### src/rtl/core/fpa_pkg.sv
// Shared types and constants for the fixed-point ALU with kept flags.
// Operation codes, request/response structs and stream packing widths.
// No dependencies.
`timescale 1ns / 1ps

package fpa_pkg;

    localparam int WORD_W    = 32;
    localparam int S_TDATA_W = 80;  // 75 payload bits padded to whole bytes
    localparam int S_TUSER_W = 3;
    localparam int M_TDATA_W = 48;  // 43 payload bits padded to whole bytes

    typedef enum logic [2:0] {
        OP_ADD     = 3'd0,
        OP_SHL     = 3'd1,
        OP_SHR     = 3'd2,
        OP_SRA     = 3'd3,
        OP_CMPS    = 3'd4,
        OP_CMPU    = 3'd5,
        OP_MUL     = 3'd6,
        OP_WRFLAGS = 3'd7
    } op_t;

    // add carry-in select; any other code uses the kept carry
    localparam logic [1:0] CIN_ZERO = 2'd0;
    localparam logic [1:0] CIN_ONE  = 2'd1;

    // condition field bits (SO is bit 0)
    localparam logic [3:0] COND_LT = 4'b1000;
    localparam logic [3:0] COND_GT = 4'b0100;
    localparam logic [3:0] COND_EQ = 4'b0010;

    localparam logic [2:0] CR0_INDEX = 3'd0;

    typedef struct packed {
        op_t                op;
        logic [WORD_W-1:0]  a;
        logic [WORD_W-1:0]  b;
        logic               invert_a;
        logic [1:0]         carry_mode;
        logic               set_carry;
        logic               set_overflow;
        logic               record_flags;
        logic [2:0]         field_index;
        logic               high_word;
        logic               signed_mul;
    } req_t;

    typedef struct packed {
        logic so;
        logic ov;
        logic ca;
    } flags_t;

    typedef struct packed {
        logic [WORD_W-1:0]  result;
        logic [3:0]         cond_value;
        logic               cond_write;
        logic [2:0]         cond_index;
    } rsp_t;

endpackage

### src/rtl/core/fpa_exec.sv
// Combinational execute logic: add, shifts, compares, multiply, flag write.
// Produces the response and the updated flags for one request.
// Depends on fpa_pkg.
`timescale 1ns / 1ps

module fpa_exec
(
    input  fpa_pkg::req_t   req,
    input  fpa_pkg::flags_t flags_cur,
    output fpa_pkg::rsp_t   rsp,
    output fpa_pkg::flags_t flags_nxt
);
    import fpa_pkg::*;

    logic [WORD_W-1:0]   add_x;
    logic                add_cin;
    logic [WORD_W:0]     add_sum;
    logic                add_ov;
    logic [5:0]          shamt;
    logic [WORD_W-1:0]   shl_res;
    logic [WORD_W-1:0]   shr_res;
    logic [WORD_W-1:0]   sra_res;
    logic [WORD_W-1:0]   lost_mask;
    logic                sra_ca;
    logic signed [WORD_W:0]     mul_a;
    logic signed [WORD_W:0]     mul_b;
    logic signed [2*WORD_W+1:0] mul_full;
    logic [2*WORD_W-1:0] mul_prod;
    logic                mul_ov;
    logic                lt_s;
    logic                lt_u;
    logic                gt_s;
    logic                gt_u;
    logic [WORD_W-1:0]   res;
    logic                produces;
    logic [3:0]          cmp_cond;

    // add path
    assign add_x   = req.invert_a ? ~req.a : req.a;
    always_comb
    begin
        case (req.carry_mode)
            CIN_ZERO: add_cin = 1'b0;
            CIN_ONE:  add_cin = 1'b1;
            default:  add_cin = flags_cur.ca;
        endcase
    end
    assign add_sum = {1'b0, add_x} + {1'b0, req.b} + {{WORD_W{1'b0}}, add_cin};
    assign add_ov  = ~(add_x[WORD_W-1] ^ req.b[WORD_W-1])
                   & (add_x[WORD_W-1] ^ add_sum[WORD_W-1]);

    // shifts; amount is b[5:0], and 32 to 63 flushes the word
    assign shamt     = req.b[5:0];
    assign shl_res   = shamt[5] ? '0 : req.a << shamt[4:0];
    assign shr_res   = shamt[5] ? '0 : req.a >> shamt[4:0];
    assign sra_res   = shamt[5] ? {WORD_W{req.a[WORD_W-1]}}
                                : WORD_W'($signed(req.a) >>> shamt[4:0]);
    assign lost_mask = ~({WORD_W{1'b1}} << shamt[4:0]);
    assign sra_ca    = req.a[WORD_W-1] & (shamt[5] | (|(req.a & lost_mask)));

    // multiply: 33x33 signed covers both signed and unsigned forms
    assign mul_a    = {req.signed_mul & req.a[WORD_W-1], req.a};
    assign mul_b    = {req.signed_mul & req.b[WORD_W-1], req.b};
    assign mul_full = mul_a * mul_b;
    assign mul_prod = mul_full[2*WORD_W-1:0];
    assign mul_ov   = ~((&mul_prod[2*WORD_W-1:WORD_W-1])
                      | ~(|mul_prod[2*WORD_W-1:WORD_W-1]));

    // compares
    assign lt_s = $signed(req.a) < $signed(req.b);
    assign gt_s = $signed(req.a) > $signed(req.b);
    assign lt_u = req.a < req.b;
    assign gt_u = req.a > req.b;

    always_comb
    begin
        res       = '0;
        produces  = 1'b0;
        flags_nxt = flags_cur;
        cmp_cond  = '0;
        rsp       = '0;
        case (req.op)
            OP_ADD:
            begin
                res      = add_sum[WORD_W-1:0];
                produces = 1'b1;
                if (req.set_carry)
                    flags_nxt.ca = add_sum[WORD_W];
                if (req.set_overflow)
                begin
                    flags_nxt.ov = add_ov;
                    flags_nxt.so = flags_cur.so | add_ov;
                end
            end
            OP_SHL:
            begin
                res      = shl_res;
                produces = 1'b1;
            end
            OP_SHR:
            begin
                res      = shr_res;
                produces = 1'b1;
            end
            OP_SRA:
            begin
                res      = sra_res;
                produces = 1'b1;
                if (req.set_carry)
                    flags_nxt.ca = sra_ca;
            end
            OP_CMPS:
            begin
                cmp_cond = lt_s ? COND_LT : (gt_s ? COND_GT : COND_EQ);
            end
            OP_CMPU:
            begin
                cmp_cond = lt_u ? COND_LT : (gt_u ? COND_GT : COND_EQ);
            end
            OP_MUL:
            begin
                res      = req.high_word ? mul_prod[2*WORD_W-1:WORD_W]
                                         : mul_prod[WORD_W-1:0];
                produces = 1'b1;
                if (req.set_overflow)
                begin
                    flags_nxt.ov = mul_ov;
                    flags_nxt.so = flags_cur.so | mul_ov;
                end
            end
            OP_WRFLAGS:
            begin
                flags_nxt.so = req.a[WORD_W-1];
                flags_nxt.ov = req.a[WORD_W-2];
                flags_nxt.ca = req.a[WORD_W-3];
            end
            default:
            begin
                res = '0;
            end
        endcase

        rsp.result = res;
        if (req.op == OP_CMPS || req.op == OP_CMPU)
        begin
            rsp.cond_value = cmp_cond | {3'b000, flags_cur.so};
            rsp.cond_write = 1'b1;
            rsp.cond_index = req.field_index;
        end
        else if (produces && req.record_flags)
        begin
            // CR0 from the signed result, SO after this item's update
            rsp.cond_value = (res[WORD_W-1] ? COND_LT : ((|res) ? COND_GT : COND_EQ))
                           | {3'b000, flags_nxt.so};
            rsp.cond_write = 1'b1;
            rsp.cond_index = CR0_INDEX;
        end
    end

endmodule

### src/rtl/core/fixed_point_alu_with_flags.sv
// Fixed-point ALU with kept carry, overflow and sticky summary-overflow flags.
// Path: an input transfer loads the input register; the item then moves to the
// result register and shows on m_axis once that stage is empty or draining.
// Throughput: one item per cycle unless m_axis stalls; flags from one item feed the
// next item directly from the flag registers, so dependent items run back to back.
// Reset (rst_n low, asynchronous): both stages empty, all flags cleared.
// Depends on fpa_pkg and fpa_exec.
`timescale 1ns / 1ps

module fixed_point_alu_with_flags
(
    input  logic                          clk,
    input  logic                          rst_n,
    // s_axis_tdata, low bit up: operand_a[31:0], operand_b[63:32],
    // invert_a[64], carry_mode[66:65], set_carry[67], set_overflow[68],
    // record_flags[69], field_index[72:70], high_word[73], signed_mul[74],
    // zero pad [79:75]
    input  logic                          s_axis_tvalid,
    output logic                          s_axis_tready,
    input  logic [fpa_pkg::S_TDATA_W-1:0] s_axis_tdata,
    // s_axis_tuser: req_type[2:0]
    input  logic [fpa_pkg::S_TUSER_W-1:0] s_axis_tuser,
    // m_axis_tdata, low bit up: result[31:0], cond_value[35:32],
    // cond_write[36], cond_index[39:37], carry_flag[40], overflow_flag[41],
    // summary_flag[42], zero pad [47:43]
    output logic                          m_axis_tvalid,
    input  logic                          m_axis_tready,
    output logic [fpa_pkg::M_TDATA_W-1:0] m_axis_tdata
);
    import fpa_pkg::*;

    // input stage
    logic   in_valid_reg;
    logic   in_valid_next;
    req_t   in_req_reg;
    req_t   s_req;

    // result stage
    logic   out_valid_reg;
    logic   out_valid_next;
    rsp_t   out_rsp_reg;
    flags_t out_flags_reg;

    // architectural flags
    flags_t flags_reg;
    flags_t flags_next;

    rsp_t   exec_rsp;
    flags_t exec_flags;

    logic   s_xfer;
    logic   advance;
    logic   issue;

    // unpack the incoming transfer
    assign s_req.op           = op_t'(s_axis_tuser);
    assign s_req.a            = s_axis_tdata[31:0];
    assign s_req.b            = s_axis_tdata[63:32];
    assign s_req.invert_a     = s_axis_tdata[64];
    assign s_req.carry_mode   = s_axis_tdata[66:65];
    assign s_req.set_carry    = s_axis_tdata[67];
    assign s_req.set_overflow = s_axis_tdata[68];
    assign s_req.record_flags = s_axis_tdata[69];
    assign s_req.field_index  = s_axis_tdata[72:70];
    assign s_req.high_word    = s_axis_tdata[73];
    assign s_req.signed_mul   = s_axis_tdata[74];

    // result stage can load when empty or being drained this cycle
    assign advance       = ~out_valid_reg | m_axis_tready;
    assign issue         = in_valid_reg & advance;
    assign s_axis_tready = ~in_valid_reg | advance;
    assign s_xfer        = s_axis_tvalid & s_axis_tready;

    fpa_exec u_exec
    (
        .req       (in_req_reg),
        .flags_cur (flags_reg),
        .rsp       (exec_rsp),
        .flags_nxt (exec_flags)
    );

    always_comb
    begin
        in_valid_next = in_valid_reg;
        if (s_xfer)
            in_valid_next = 1'b1;
        else if (issue)
            in_valid_next = 1'b0;

        out_valid_next = out_valid_reg;
        if (advance)
            out_valid_next = in_valid_reg;

        // flags commit as the item leaves the execute stage
        flags_next = issue ? exec_flags : flags_reg;
    end

    always_ff @(posedge clk or negedge rst_n)
    begin
        if (!rst_n)
        begin
            in_valid_reg  <= 1'b0;
            out_valid_reg <= 1'b0;
            flags_reg     <= '0;
        end
        else
        begin
            in_valid_reg  <= in_valid_next;
            out_valid_reg <= out_valid_next;
            flags_reg     <= flags_next;
        end
    end

    // payload registers, no reset
    always_ff @(posedge clk)
    begin
        if (s_xfer)
            in_req_reg <= s_req;
        if (issue)
        begin
            out_rsp_reg   <= exec_rsp;
            out_flags_reg <= exec_flags;
        end
    end

    assign m_axis_tvalid = out_valid_reg;
    assign m_axis_tdata  = {5'b00000,
                            out_flags_reg.so,
                            out_flags_reg.ov,
                            out_flags_reg.ca,
                            out_rsp_reg.cond_index,
                            out_rsp_reg.cond_write,
                            out_rsp_reg.cond_value,
                            out_rsp_reg.result};

endmodule

### config.mk
export PLATFORM = sky130hd
export DESIGN_NAME = fixed_point_alu_with_flags
export DESIGN_NICKNAME = d
export VERILOG_FILES = /design/src/rtl/core/fpa_pkg.sv /design/src/rtl/core/fpa_exec.sv /design/src/rtl/core/fixed_point_alu_with_flags.sv
export SDC_FILE = /design/constraint.sdc
export NUM_CORES = 2
export LEC_CHECK = 0
export BUFFER_PORTS_ARGS = -buffer_cell sky130_fd_sc_hd__clkbuf_2
export CAP_MARGIN = 10
export CORE_ASPECT_RATIO = 0.7
export CORE_UTILIZATION = 59
export DETAILED_ROUTE_END_ITERATION = 7
export PLACE_DENSITY = 0.79
export SYNTH_ARGS = -nofsm -noshare
export SYNTH_HDL_FRONTEND = slang
export SYNTH_SLANG_ARGS = --single-unit
### constraint.sdc
create_clock -name clk -period 13.4 [get_ports clk]
set_clock_uncertainty 0.05 [all_clocks]
set_input_delay 2.68 -clock clk [delete_from_list [all_inputs] [get_ports clk]]
set_output_delay 2.68 -clock clk [all_outputs]
set_load 0.05 [all_outputs]
==> results_dict.tcl <==
set metrics [dict create \
    rr_endpoint "m_axis_tdata[41]" \
    antenna_left 0 \
    crit_type "register to register" \
    worstPathMaxFanout 15 \
    placed_area_um2 53900 \
    dieArea_um2 89900 \
    avgSynthCellArea_um2 9.14 \
    die_h_um 251 \
    fin_crit_ps 11310 \
    wire_per_inst_um 28.4 \
    synth_edf_count 121 \
    numCtsBuffers 17 \
    clkLatencyLatePin_ps 490 \
    hold_violations 0 \
    io_pins 137 \
    vias_per_cell 6.41 \
    drv_slew 0 \
    slowest_delay_ps 680 \
    dp_hpwl_um 148000 \
    num_rows 90 \
    worst_slew_pin_slew_ps 1400 \
    finish.utilization_pct 62.6 \
    fin_crit_sh_pct 84.4 \
    cp-end-kind "register" \
    grt_max_degree 79 \
    ys.flop_type "edfxtp_1" \
    drv_cap 0 \
    ctsResizeCount 0 \
    syn-instance-count 5724 \
    status "finished clean" \
    min_from "in_req_reg[2]" \
    holdPathEnd "m_axis_tdata[37]" \
    firstDrtPassIters 8 \
    startpoint_type "register" \
    async_flop_share_pct 3.97 \
    routed_wl_um 193000 \
    crit_path_top_delay_cell "and2_1" \
    gp_congestion 1.06 \
    ys_types 108 \
    antenna_found_initial 9 \
    fin_nets 7156 \
    max_freq_ghz 0.0884 \
    clock-sinks 126 \
    drt_first_iter_violations 5177 \
    start_util_pct 60.1 \
    core_um2 87000 \
    hold_depth 1 \
    drive_above_1_share_pct 7.76 \
    final_cell_mix "fa_1 (1,127), inv_1 (1,059), nand2_1 (626), and2_1 (521), ha_1 (308)" \
    crit_path_frequent_cell "fa_1" \
    grt_pass1_wl_um 292000 \
    slew_headroom_pct 5.84 \
    remaining_drc_errors 0 \
    worstPathArrival_ps 11470 \
    rsz0062_at_grt "false" \
    final_common_cell "fa_1" \
    ys_warn_count 0 \
    setup_viol 0 \
    largest_reg_flops 78 \
    reg2reg_setup_slack_ps 2090 \
    required_ps 13560 \
    clockBufferDepth 2 \
    portBuffers 126 \
    vias 43600 \
    ys_seq_area_share_pct 7.18 \
    rr_worst_depth 31 \
    cts-root-buf "clkbuf_16" \
    path_clk_slew_ps 80 \
    r2r_start "in_req_reg[0]" \
    hold_path_class "register to register" \
    die_w_um 358 \
    htreeDepth 4 \
    tns_ps 0 \
    ctsHoldBuffers 0 \
    critPathTopFamily "adder cells" \
    fin_area_um2 54500 \
    synth_area_um2 52300 \
    grt_pass1_vias 46100 \
    cts_tree "built" \
    syn_to_final_growth_pct 4.20 \
    crit_buf_inv 8 \
    postCtsSetupBuffers 0 \
    grt_remaining_overflow 0 \
    track_usage_pct 44.4 \
    synth-seq-cells 126 \
]
[per-layer routing]
layer | GRT usage (%) | vias to the layer above | wire [um]
met5 | 0 | - | 91
met4 | 18.8 | 14 | 10100
met3 | 16.9 | 602 | 28900
met2 | 62.5 | 3142 | 78900
met1 | 61.2 | 22000 | 74900
li1 | - | 17800 | -
[worst register-to-register path, delay by kind of cell, from the launching register on]
kind            cells  cell delay [ps]
fa+ha+maj           9             4340
simple gates        9             3480
buf+inv             8             1460
compound gates      4             1130
flops               1              320
xor+xnor            1              230
[through the flow]
step / setup slack [ps] / hold slack [ps] / instances
after CTS: 2250 / 464 / 6796
final: 2090 / 465 / 6799
after detailed placement: 2330 / 444 / 6764
after global placement: 2300 / 426 / 6764
after global routing: 1680 / 488 / 6797
after floorplan: 2720 / 407 / 5728
[logic make-up after synthesis]
| kind of cell | synth area share, % |
|---|---|
| AO/OA/AOI/OAI | 9.94 |
| XOR/XNOR | 1.86 |
| adder cells (fa/ha/maj) | 50.5 |
| buffers and inverters | 10.4 |
| flip-flops | 7.18 |
| multiplexers | 3.50 |
| other | 0.00717 |
| AND/OR/NAND/NOR | 16.5 |
[final cells by class]
| type | count | area (um^2) |
|---|---|---|
| inverter | 1066 | 4000 |
| timing repair buffer | 247 | 1590 |
| multi-input combinational | 4176 | 43100 |
| clock buffer | 17 | 425 |
| fill | 7193 | 32500 |
| tap | 1150 | 1440 |
| clock inverter | 15 | 166 |
| sequential | 126 | 3760 |
| antenna | 2 | 5.00 |
[worst max-delay path by stage]
stage | cells past startpoint | from | slack, ps | to
after floorplan | 34 | in_req_reg[74] | 2720 | m_axis_tdata[41]
final | 31 | in_req_reg[0] | 2090 | m_axis_tdata[41]
after global placement | 31 | in_req_reg[0] | 2300 | m_axis_tdata[41]
after global routing | 31 | in_req_reg[0] | 1680 | m_axis_tdata[41]
after detailed placement | 31 | in_req_reg[0] | 2330 | m_axis_tdata[41]
after CTS | 31 | in_req_reg[0] | 2250 | m_axis_tdata[41]
[synth_stat cells (32+ instances only)]
cell type  count  area (um^2)
nor3_1        48          240
nand2_1      626         2350
a21oi_1      189          946
nand3_1       49          245
xor2_1        60          526
a21o_1        32          240
nand4_1       46          288
buf_1         36          135
nor2_1       254          953
mux4_2        43          968
edfxtp_1     121         3630
mux2i_1       59          591
o211ai_1      34          255
and2_1       522         3270
inv_1       1061         3980
xnor2_1       51          447
ha_1         308         3850
or2_2         32          200
clkbuf_1     279         1050
o21ai_0      153          766
fa_1        1127        22600
Power is not shown: default switching activity piles up to over one toggle a cycle in this logic, so the estimate is an artifact.
